==> src/rtl/bdlp_pkg.sv <==
// Package for the button debouncer with long-press detection.
// Holds the sizes, the configuration register codes, the reset values and the shared types.
// It depends on nothing else.
package bdlp_pkg;

  localparam int unsigned NumButtons = 5;
  localparam int unsigned PinW       = 5;
  localparam int unsigned DebW       = 8;
  localparam int unsigned HoldW      = 16;
  localparam int unsigned CfgIdxW    = 2;
  localparam int unsigned CfgDataW   = 16;

  localparam logic [DebW-1:0]  DebounceCountRst  = DebW'(10);
  localparam logic [HoldW-1:0] LongPressTicksRst = HoldW'(100);
  localparam logic             LongPressEnRst    = 1'b1;
  localparam logic             ScanEnRst         = 1'b0;

  typedef enum logic [CfgIdxW-1:0] {
    CfgDebounceCount  = 2'd0,
    CfgLongPressTicks = 2'd1,
    CfgLongPressEn    = 2'd2,
    CfgScanEn         = 2'd3
  } cfg_idx_e;

  typedef struct packed {
    logic [DebW-1:0]  debounce_count;
    logic [HoldW-1:0] long_press_ticks;
    logic             long_press_enable;
    logic             scan_enable;
  } cfg_t;

  typedef struct packed {
    logic press;
    logic rel;
    logic long_press;
  } lane_evt_t;

  typedef struct packed {
    logic [PinW-1:0] press_events;
    logic [PinW-1:0] release_events;
    logic [PinW-1:0] long_press_events;
  } result_t;

endpackage

==> src/rtl/bdlp_if.sv <==
// Channel interfaces of the button debouncer: tick input, event output and register writes.
// Each carries valid, ready and its payload, with a source and a sink modport.
// They depend on bdlp_pkg.
interface bdlp_in_if import bdlp_pkg::*; ();
  logic            valid;
  logic            ready;
  logic [PinW-1:0] pin_levels;

  modport source (output valid, output pin_levels, input ready);
  modport sink (input valid, input pin_levels, output ready);
endinterface

interface bdlp_out_if import bdlp_pkg::*; ();
  logic            valid;
  logic            ready;
  logic [PinW-1:0] press_events;
  logic [PinW-1:0] release_events;
  logic [PinW-1:0] long_press_events;

  modport source (output valid, output press_events, output release_events,
                  output long_press_events, input ready);
  modport sink (input valid, input press_events, input release_events,
                input long_press_events, output ready);
endinterface

interface bdlp_cfg_if import bdlp_pkg::*; ();
  logic                valid;
  logic                ready;
  logic [CfgIdxW-1:0]  reg_index;
  logic [CfgDataW-1:0] wdata;

  modport source (output valid, output reg_index, output wdata, input ready);
  modport sink (input valid, input reg_index, input wdata, output ready);
endinterface

==> src/rtl/bdlp_lane.sv <==
// One button lane: debounce counter, debounced level, hold counter and long-press flag.
// The state advances once for every processed tick; events are valid in that cycle.
// It depends on bdlp_pkg.
module bdlp_lane import bdlp_pkg::*; (
  input  logic      clk_i,
  input  logic      rst_ni,
  input  logic      step_i,
  input  cfg_t      cfg_i,
  input  logic      level_i,
  output lane_evt_t evt_o
);

  logic             stable_q, stable_d;
  logic [DebW-1:0]  mismatch_q, mismatch_d;
  logic [HoldW-1:0] hold_q, hold_d;
  logic             fired_q, fired_d;
  lane_evt_t        evt;

  always_comb begin
    logic [DebW-1:0]  mismatch_inc;
    logic [HoldW-1:0] hold_inc;
    stable_d     = stable_q;
    mismatch_d   = mismatch_q;
    hold_d       = hold_q;
    fired_d      = fired_q;
    evt          = '0;
    mismatch_inc = (mismatch_q == '1) ? mismatch_q : mismatch_q + DebW'(1);
    if (level_i != stable_q) begin
      if (mismatch_inc >= cfg_i.debounce_count) begin
        stable_d   = level_i;
        mismatch_d = '0;
        if (!level_i) begin
          evt.press = 1'b1;
        end else begin
          evt.rel = 1'b1;
          fired_d = 1'b0;
          hold_d  = '0;
        end
      end else begin
        mismatch_d = mismatch_inc;
      end
    end else begin
      mismatch_d = '0;
    end
    hold_inc = (hold_d == '1) ? hold_d : hold_d + HoldW'(1);
    if (cfg_i.long_press_enable && !fired_d && !stable_d) begin
      if (hold_inc >= cfg_i.long_press_ticks) begin
        hold_d         = '0;
        fired_d        = 1'b1;
        evt.long_press = 1'b1;
      end else begin
        hold_d = hold_inc;
      end
    end
  end

  assign evt_o = step_i ? evt : '0;

  always_ff @(posedge clk_i or negedge rst_ni) begin
    if (!rst_ni) begin
      stable_q   <= 1'b1;
      mismatch_q <= '0;
      hold_q     <= '0;
      fired_q    <= 1'b0;
    end else if (step_i) begin
      stable_q   <= stable_d;
      mismatch_q <= mismatch_d;
      hold_q     <= hold_d;
      fired_q    <= fired_d;
    end
  end

endmodule

==> src/rtl/button_debounce_long_press_core.sv <==
// Top level of the button debouncer with long-press detection.
// It depends on bdlp_pkg, the channel interfaces in bdlp_if and bdlp_lane.
//
// Each tick transfer carries the raw levels of all buttons (0 is active) and gives exactly one
// result transfer with press, release and long-press bits. A tick passes an input register and
// then the result register before its result is offered. A new tick is taken in every cycle
// while the result is not stalled, and while a result waits the input register can still take
// one more tick. Every button lane updates in the same cycle. While scanning is disabled the state
// is left alone and each tick returns an all-zero result. Registers must be written only while no
// tick is in flight; the block itself does not enforce this.
module button_debounce_long_press_core import bdlp_pkg::*; (
  input  logic       clk_i,
  input  logic       rst_ni,
  bdlp_in_if.sink    tick_i,
  bdlp_out_if.source result_o,
  bdlp_cfg_if.sink   cfg_i
);

  cfg_t                  cfg_q;
  logic                  in_valid_q;
  logic [PinW-1:0]       pin_q;
  logic                  out_valid_q;
  result_t               res_q, res_d;
  logic                  out_free;
  logic                  advance;
  logic                  step;
  logic [NumButtons-1:0] press_v, rel_v, long_v;

  assign out_free     = !out_valid_q || result_o.ready;
  assign advance      = in_valid_q && out_free;
  assign step         = advance && cfg_q.scan_enable;
  assign tick_i.ready = !in_valid_q || out_free;
  assign cfg_i.ready  = 1'b1;

  always_ff @(posedge clk_i or negedge rst_ni) begin
    if (!rst_ni) begin
      cfg_q.debounce_count    <= DebounceCountRst;
      cfg_q.long_press_ticks  <= LongPressTicksRst;
      cfg_q.long_press_enable <= LongPressEnRst;
      cfg_q.scan_enable       <= ScanEnRst;
    end else if (cfg_i.valid) begin
      case (cfg_idx_e'(cfg_i.reg_index))
        CfgDebounceCount:  cfg_q.debounce_count    <= cfg_i.wdata[DebW-1:0];
        CfgLongPressTicks: cfg_q.long_press_ticks  <= cfg_i.wdata[HoldW-1:0];
        CfgLongPressEn:    cfg_q.long_press_enable <= cfg_i.wdata[0];
        CfgScanEn:         cfg_q.scan_enable       <= cfg_i.wdata[0];
        default: begin
        end
      endcase
    end
  end

  for (genvar b = 0; b < NumButtons; b++) begin : g_lane
    logic      level;
    lane_evt_t evt;

    if (b < PinW) begin : g_pin
      assign level = pin_q[b];
    end else begin : g_tied
      assign level = 1'b0;
    end

    bdlp_lane u_lane (
      .clk_i  (clk_i),
      .rst_ni (rst_ni),
      .step_i (step),
      .cfg_i  (cfg_q),
      .level_i(level),
      .evt_o  (evt)
    );

    assign press_v[b] = evt.press;
    assign rel_v[b]   = evt.rel;
    assign long_v[b]  = evt.long_press;
  end

  for (genvar b = 0; b < PinW; b++) begin : g_res
    if (b < NumButtons) begin : g_used
      assign res_d.press_events[b]      = press_v[b];
      assign res_d.release_events[b]    = rel_v[b];
      assign res_d.long_press_events[b] = long_v[b];
    end else begin : g_unused
      assign res_d.press_events[b]      = 1'b0;
      assign res_d.release_events[b]    = 1'b0;
      assign res_d.long_press_events[b] = 1'b0;
    end
  end

  always_ff @(posedge clk_i or negedge rst_ni) begin
    if (!rst_ni) begin
      in_valid_q  <= 1'b0;
      out_valid_q <= 1'b0;
    end else begin
      if (tick_i.valid && tick_i.ready) begin
        in_valid_q <= 1'b1;
      end else if (advance) begin
        in_valid_q <= 1'b0;
      end
      if (advance) begin
        out_valid_q <= 1'b1;
      end else if (result_o.ready) begin
        out_valid_q <= 1'b0;
      end
    end
  end

  always_ff @(posedge clk_i) begin
    if (tick_i.valid && tick_i.ready) begin
      pin_q <= tick_i.pin_levels;
    end
    if (advance) begin
      res_q <= res_d;
    end
  end

  assign result_o.valid             = out_valid_q;
  assign result_o.press_events      = res_q.press_events;
  assign result_o.release_events    = res_q.release_events;
  assign result_o.long_press_events = res_q.long_press_events;

endmodule

==> src/flat_wrapper.sv <==
// flat-port wrapper written by rule: the top's interface ports become plain ports
module button_debounce_long_press_core_flat import bdlp_pkg::*;
  (clk_i, rst_ni, tick_i_valid, tick_i_pin_levels, tick_i_ready, result_o_valid, result_o_press_events, result_o_release_events, result_o_long_press_events, result_o_ready, cfg_i_valid, cfg_i_reg_index, cfg_i_wdata, cfg_i_ready);
  bdlp_in_if tick_i_i ();
  bdlp_out_if result_o_i ();
  bdlp_cfg_if cfg_i_i ();
  input  logic clk_i;
  input  logic rst_ni;
  input wire logic [$bits(tick_i_i.valid)-1:0] tick_i_valid;
  input wire logic [$bits(tick_i_i.pin_levels)-1:0] tick_i_pin_levels;
  output wire logic [$bits(tick_i_i.ready)-1:0] tick_i_ready;
  output wire logic [$bits(result_o_i.valid)-1:0] result_o_valid;
  output wire logic [$bits(result_o_i.press_events)-1:0] result_o_press_events;
  output wire logic [$bits(result_o_i.release_events)-1:0] result_o_release_events;
  output wire logic [$bits(result_o_i.long_press_events)-1:0] result_o_long_press_events;
  input wire logic [$bits(result_o_i.ready)-1:0] result_o_ready;
  input wire logic [$bits(cfg_i_i.valid)-1:0] cfg_i_valid;
  input wire logic [$bits(cfg_i_i.reg_index)-1:0] cfg_i_reg_index;
  input wire logic [$bits(cfg_i_i.wdata)-1:0] cfg_i_wdata;
  output wire logic [$bits(cfg_i_i.ready)-1:0] cfg_i_ready;
  assign tick_i_i.valid = tick_i_valid;
  assign tick_i_i.pin_levels = tick_i_pin_levels;
  assign tick_i_ready = tick_i_i.ready;
  assign result_o_valid = result_o_i.valid;
  assign result_o_press_events = result_o_i.press_events;
  assign result_o_release_events = result_o_i.release_events;
  assign result_o_long_press_events = result_o_i.long_press_events;
  assign result_o_i.ready = result_o_ready;
  assign cfg_i_i.valid = cfg_i_valid;
  assign cfg_i_i.reg_index = cfg_i_reg_index;
  assign cfg_i_i.wdata = cfg_i_wdata;
  assign cfg_i_ready = cfg_i_i.ready;
  button_debounce_long_press_core u_core (.clk_i(clk_i), .rst_ni(rst_ni), .tick_i(tick_i_i), .result_o(result_o_i), .cfg_i(cfg_i_i));
endmodule
==> config.mk <==
export PLATFORM = sky130hd
export DESIGN_NAME = button_debounce_long_press_core_flat
export DESIGN_NICKNAME = d
export VERILOG_FILES = /design/src/rtl/bdlp_pkg.sv /design/src/rtl/bdlp_if.sv /design/src/rtl/bdlp_lane.sv /design/src/rtl/button_debounce_long_press_core.sv /design/src/flat_wrapper.sv
export SDC_FILE = /design/constraint.sdc
export NUM_CORES = 1
export LEC_CHECK = 0
export ABC_AREA = 0
export BUFFER_PORTS_ARGS = -buffer_cell sky130_fd_sc_hd__buf_2
export CORE_MARGIN = 4
export CORE_UTILIZATION = 55
export CTS_CLUSTER_DIAMETER = 80
export DETAILED_ROUTE_END_ITERATION = 8
export PLACE_DENSITY_LB_ADDON = 0.12
export SETUP_SLACK_MARGIN = 0.05
export SLEW_MARGIN = 20
export SYNTH_ARGS = -nofsm -noshare
export SYNTH_HDL_FRONTEND = slang
export SYNTH_SLANG_ARGS = --single-unit
==> constraint.sdc <==
create_clock -name clk_i -period 10.3 [get_ports clk_i]
set_input_delay 2.06 -clock clk_i [delete_from_list [all_inputs] [get_ports clk_i]]
set_output_delay 2.06 -clock clk_i [all_outputs]
set_load 0.05 [all_outputs]
==> metrics.cfg, run 1 <==
[cts]
clock_latency_ps=450
cts_hold_buf=0
post_cts_buffers=0
cts_resized=0
path_clk_slew_ps=70
clock_path_buffers=2
clock_sinks=178
h-tree-depth=4
cts_tree=yes
numCtsBuffers=17
root_buffer=clkbuf_16

[drt]
drt_wl_total_um=33000
drc=0
vias=10800
drtAntennaViolNets=0
dr.pass1.iters=5
first_iter_violations=926
wire_per_inst_um=18.8
vias_per_cell=6.13

[worst_setup_path]
r2r_slack_ps=3020
rr_startpoint=u_core.g_lane[4].u_lane.mismatch_q[0]
crit_path_start_kind=flop
timing.rr.end=u_core.g_lane[4].u_lane.hold_q[0]
required_ps=10630
worstRegToRegCells=26
path_max_fanout=13
end_kind=flop
crit_end=u_core.g_lane[4].u_lane.hold_q[0]
critPathKind=flop to flop
cp.arrival_ps=7620
startpoint=u_core.g_lane[4].u_lane.mismatch_q[0]

[logic_synthesis]
seq_area_frac_synth=0.356
synth_area_leader_cell=dfrtp_1
synth.area.top_cells=dfrtp_1, ha_1, edfxtp_1
syn_area_mm2=0.0128
synth_warnings=0
syn_nets=1558
synth_commonest_cells=dfrtp_1, ha_1, nand2_1, nor2_1
ys_ff_latch=178
synth-main-ff-cell=dfrtp_1
synth_edf_count=20
async_reset_ff_frac=0.888
yosysTopAreaCellShare=0.287
yosysMostFrequentCell=dfrtp_1
synth.distinct_cells=83
synth.avg_cell_area_um2=9.15
synthCells=1400

[cells_and_area]
final_layout_size_suffix_gt1_frac=0.107
area_delta_synth_final_pct=8.99
diodes=0
nets=1592
fill_cells=1972

[global_routing]
grt_pass1_wl_um=53800
grt_pass1_vias=10400
antenna_found_initial=0
overflow=0
grt_usage=0.260
grt_max_degree=94

[power]
intPower_mw=1.52
finalPower_mw=2.36
p_sw_frac=0.356
pwr_density_cell_mw_per_mm2=169
power.switching_mw=0.842
p_clk_frac=0.291
pwr-share-comb=0.327
seqPwrFrac=0.383
p_leak_nw=6.37
irDropWorstVdd_mv=0.105

[sta]
fin_setup_tns_ps=0
max_clock_freq_ghz=0.137
final-setup-viol-count=0
drv_slew=0
period_minus_slack_ps=7280
period_share=0.707
maxSlewHeadroom=0.233
fin_hold_ws_ps=483
hold_viol_final=0
fin_skew_ps=13.6
worst_pin_slew_ps=1150
rsz0062_at_grt=false

[floorplan]
die_y_um=161
core-area_mm2=0.0228
pin_count=46
fp-row-count=55
die_w_um=161
dieArea_mm2=0.0258
start_util=0.563

[min_path]
min_path_type=flop to flop

[placed_design]
dp_hpwl_um=23200
place_congestion=0.901
place.port_buffers=44

[status]
status=complete, no violations

[job]
cap_viol_max_count=0

worst min-delay path by stage:
stage	to	startpoint	depth (start not counted)	slack, ps
2_1_floorplan	u_core.g_lane[0].u_lane.fired_q	u_core.g_lane[0].u_lane.fired_q	1	440
3_3_place_gp	u_core.g_lane[3].u_lane.fired_q	u_core.g_lane[3].u_lane.fired_q	1	460
3_5_place_dp	u_core.g_lane[3].u_lane.fired_q	u_core.g_lane[3].u_lane.fired_q	1	470
4_1_cts	u_core.g_lane[3].u_lane.fired_q	u_core.g_lane[3].u_lane.fired_q	1	490
5_1_grt	u_core.g_lane[1].u_lane.fired_q	u_core.g_lane[1].u_lane.fired_q	1	510
6_report	u_core.g_lane[3].u_lane.fired_q	u_core.g_lane[3].u_lane.fired_q	1	480
routing by layer:
layer	share of wire	wire length [um]	vias up	track usage
met3	0.048	1580	68	0.0357
met4	0.029	972	0	0.0970
met2	0.47	15400	340	0.423
li1	-	-	5270	-
met1	0.46	15100	5109	0.354
met5	0	0	-	0
critical path: stages (launching register included):
cell and delay, ps:
dfrtp_1 450, ha_1 260, and3_1 240, nand3_1 230, mux2_2 390, ha_1 300
a2111oi_2 70, or3_1 390, o31a_1 440, and2_1 270, ha_1 230, and3_1 220
and2_1 170, nand3_1 100, nand2_1 120, nor3_1 490, nand3_1 160, xor2_1 210
nor2_1 80, ha_1 290, nand4_1 150, o22ai_1 200, nor4b_1 80, a221oi_1 890
or3_1 320, o21ai_0 130, a22o_1 270
state kept, by name (all words and copies together) (netlist names):
name / flops
u_core.g_lane.u_lane.hold_q: 80
u_core.g_lane.u_lane.mismatch_q: 40
u_core.cfg_q: 26
u_core.g_lane.u_lane.fired_q: 5
u_core.g_lane.u_lane.stable_q: 5
u_core.pin_q: 5
u_core.result_o.long_press_events: 5
u_core.result_o.press_events: 5
u_core.result_o.release_events: 5
u_core.in_valid_q: 1
u_core.result_o.valid: 1
metrics by stage:
step	std cells	instance area, um2	utilization	setup slack, ps
floorplan	1400	12800	-	4090
global placement	1728	13400	0.586	3210
detailed placement	1728	13400	0.586	3130
CTS	1760	14000	0.613	3110
global route	1760	14000	0.613	2560
finish	1760	14000	0.613	3020
power groups by stage:
stage / clock network, mW / registers (mW) / logic [mW]
after CTS: 0.696 / 0.901 / 0.769
after global placement: 0 / 0.910 / 0.738
after detailed placement: 0 / 0.913 / 0.765
after floorplan: 0 / 0.898 / 0.559
after global routing: 0.725 / 0.917 / 0.867
final: 0.687 / 0.904 / 0.772
layout make-up:
cell class	instances	area (um2)	area share
clock buffer	25	515	0.0369
tap	313	392	0.0280
timing repair buffer	55	309	0.0221
clock inverter	7	97.6	0.00699
sequential	178	4570	0.327
multi-input combinational	1134	7910	0.566
inverter	48	180	0.0129
cells by family (layout without fill, tap and decap cells):
group                      count (synthesis)  after routing  synth area share
buffers and inverters                     88            135            0.0270
other                                      1              1          0.000293
DFF                                      178            178             0.356
and+or+nand+nor                          533            533             0.214
AOI/OAI and AO/OA                        361            361             0.194
muxes                                     40             40            0.0344
xor gates and xnor gates                  69             69            0.0472
adders and majority gates                130            130             0.127
cell usage in the layout (no fill, tap or decap), types with 28 or more instances in the layout:
cell and n:
nand2_1 122, xor2_1 28, inv_1 48, and3_1 33, nand3_1 83, dfrtp_1 147, o21ai_0 83, xnor2_1 41
mux2_2 32, a22o_1 55, nor2_1 104, buf_2 43, ha_1 130, a21oi_1 75
(Power assumes the default switching activity.)
==> run 2, diff against run 1 <==
==> constraint.sdc (replaced) <==
create_clock -name clk_i -period 6 [get_ports clk_i]
set_input_delay 1.2 -clock clk_i [delete_from_list [all_inputs] [get_ports clk_i]]
set_output_delay 1.2 -clock clk_i [all_outputs]
set_load 0.05 [all_outputs]
==> run 2 against run 1 <==
Sequential share of layout area down 3.0 points; power grew 84%; critical endpoint is now u_core.g_lane[4].u_lane.hold_q[1]; highest routed layer unchanged; clock-buffer cell count fell by 8; routed wire length rose by 7.0%; via count rose by 6.0%; critical path depth is 3 higher; die area unchanged.
==> metrics.cfg, run 2 (synthesized netlist as in run 1, its figures left out) <==
[worst_setup_path]
cpMostUsedCell=buf_4
critPathSlowestCell=dfrtp_1
path_max_fanout=6  ; -7
critPathKind=flop to flop
required_ps=6320  ; -4310 ps
crit_path_start_kind=flop
end_kind=flop
worstRegToRegCells=29  ; +12%
cp.arrival_ps=6090  ; -1530 ps
critical-path-max-stage-delay_ps=450  ; -440 ps

[global_routing]
grt_max_degree=59  ; -37%
overflow=0  ; unchanged
grt_usage=0.268  ; +0.00816
grt_pass1_vias=10800  ; +4.5%
grt_pass1_wl_um=56300  ; +4.5%
antenna_found_initial=1  ; +1

[cells_and_area]
area_delta_synth_final_pct=20.2
reg_top3=u_core.g_lane.u_lane.hold_q x80, u_core.g_lane.u_lane.mismatch_q x40, u_core.cfg_q x26
final_common_cell=dfrtp_1
final_cell_mix=dfrtp_1, ha_1, nand2_1
final_layout_size_suffix_gt1_frac=0.238  ; +0.131
largest_register_ffs=80  ; unchanged
nets=1693  ; +6.3%
fill_cells=1821  ; -7.7%
top_register=u_core.g_lane.u_lane.hold_q
fin_area_mm2=0.0154  ; +10%
fin_util=0.676  ; +0.0630

[drt]
dr.pass1.iters=5  ; unchanged
drtAntennaViolNets=0  ; unchanged
wire_per_inst_um=19.0  ; +1.1%
vias=11400  ; +6.0%
drc=0  ; unchanged
first_iter_violations=1020  ; +10%
drt_wl_total_um=35300  ; +7.0%
vias_per_cell=6.14  ; +0.15%

[floorplan]
die_y_um=161  ; unchanged
core-area_mm2=0.0228  ; unchanged
dieArea_mm2=0.0258  ; unchanged
fp-row-count=55  ; unchanged
pin_count=46  ; unchanged
start_util=0.563  ; unchanged
die_w_um=161  ; unchanged

[sta]
rsz0062_at_grt=true
worst_pin_slew_ps=1080  ; -67.2 ps
period_share=0.962  ; +0.255
final-setup-viol-count=0  ; unchanged
maxSlewHeadroom=0.279  ; +0.0464
hold_viol_final=0  ; unchanged
drv_slew=0  ; unchanged
period_minus_slack_ps=5770  ; -1510 ps
max_clock_freq_ghz=0.173  ; +26%
fin_skew_ps=14.0  ; +0.402 ps

[power]
p_leak_nw=7.00  ; +9.9%
irDropWorstVdd_mv=0.208  ; +97%
finalPower_mw=4.35  ; +84%
pwr_density_cell_mw_per_mm2=282  ; +67%

[placed_design]
place.port_buffers=44  ; unchanged
post_dp_cell_area_mm2=0.0139  ; +4.2%
place_congestion=0.899  ; -0.16%
dp_hpwl_um=24600  ; +5.8%

[cts]
clock_latency_ps=440  ; about the same
h-tree-depth=4  ; unchanged
path_clk_slew_ps=70  ; about the same
root_buffer=clkbuf_16
clock_sinks=178  ; unchanged
numCtsBuffers=17  ; unchanged
clock_path_buffers=2  ; unchanged
cts_tree=yes
cts_hold_buf=0  ; unchanged

[min_path]
min_path_type=flop to flop
min_delay_path_depth=1  ; unchanged

[job]
cap_viol_max_count=0  ; unchanged

[status]
status=complete, no violations

-- run 2: final cells by class --
type | count | area, um2 | share of cell area
tap | 313 | 392 | 0.0254
sequential | 178 | 4570 | 0.297
clock inverter | 15 | 146 | 0.00950
inverter | 48 | 180 | 0.0117
antenna | 1 | 2.50 | 0.000162
clock buffer | 17 | 425 | 0.0276
timing repair buffer | 155 | 1090 | 0.0706
multi-input combinational | 1135 | 8600 | 0.558
-- run 2: final timing paths --
| kind | from | endpoint | slack [ps] |
|---|---|---|---|
| worst max-delay path | u_core.g_lane[4].u_lane.mismatch_q[4] | u_core.g_lane[4].u_lane.hold_q[1] | 230 |
| worst min-delay path | u_core.g_lane[0].u_lane.fired_q | u_core.g_lane[0].u_lane.fired_q | 480 |
| worst max register to register | u_core.g_lane[4].u_lane.mismatch_q[4] | u_core.g_lane[4].u_lane.hold_q[1] | 230 |
| worst min register to register | u_core.g_lane[0].u_lane.fired_q | u_core.g_lane[0].u_lane.fired_q | 480 |
| max in group asynchronous | rst_ni | u_core.g_lane[2].u_lane.hold_q[6] | 4150 |
| min in group asynchronous | rst_ni | u_core.g_lane[2].u_lane.mismatch_q[2] | 700 |
-- run 2: per-stage QoR --
step	hold slack [ps]	setup slack, ps	cells	TNS [ps]
CTS	481	52.1	1835	0
floorplan	440	60.6	1400	0
global placement	466	70.8	1797	0
global route	513	-74.9	1862	-354
finish	482	227	1862	0
detailed placement	464	-115	1797	-918
-- run 2: repair_timing --
action                                  4_1_cts  5_1_grt
cloned                                        0        1
buffers inserted                              6       25
resized for setup                            16      130
endpoints found under the setup margin       37       90
pin swaps                                     6       51
-- run 2: where the power goes --
group / internal, mW / switching [mW]
Sequential: 1.38 / 0.170
Clock: 0.585 / 0.533
Combinational: 0.771 / 0.913
-- run 2: layer usage --
layer / track usage / up-vias / share of wire
met3: 0.0328 / 58 / 0.049
met5: 0 / - / 0
met2: 0.443 / 306 / 0.49
li1: - / 5483 / -
met1: 0.370 / 5582 / 0.44
met4: 0.0825 / 0 / 0.022
-- run 2: worst max-delay path: cells and delay by family, from the launching register on --
family                     cells  cell delay (ps)
adders and majority gates      3              770
xor gates and xnor gates       2              330
buffers and inverters          4              640
and+or+nand+nor               15             2230
DFF                            1              450
AOI/OAI and AO/OA              5             1210
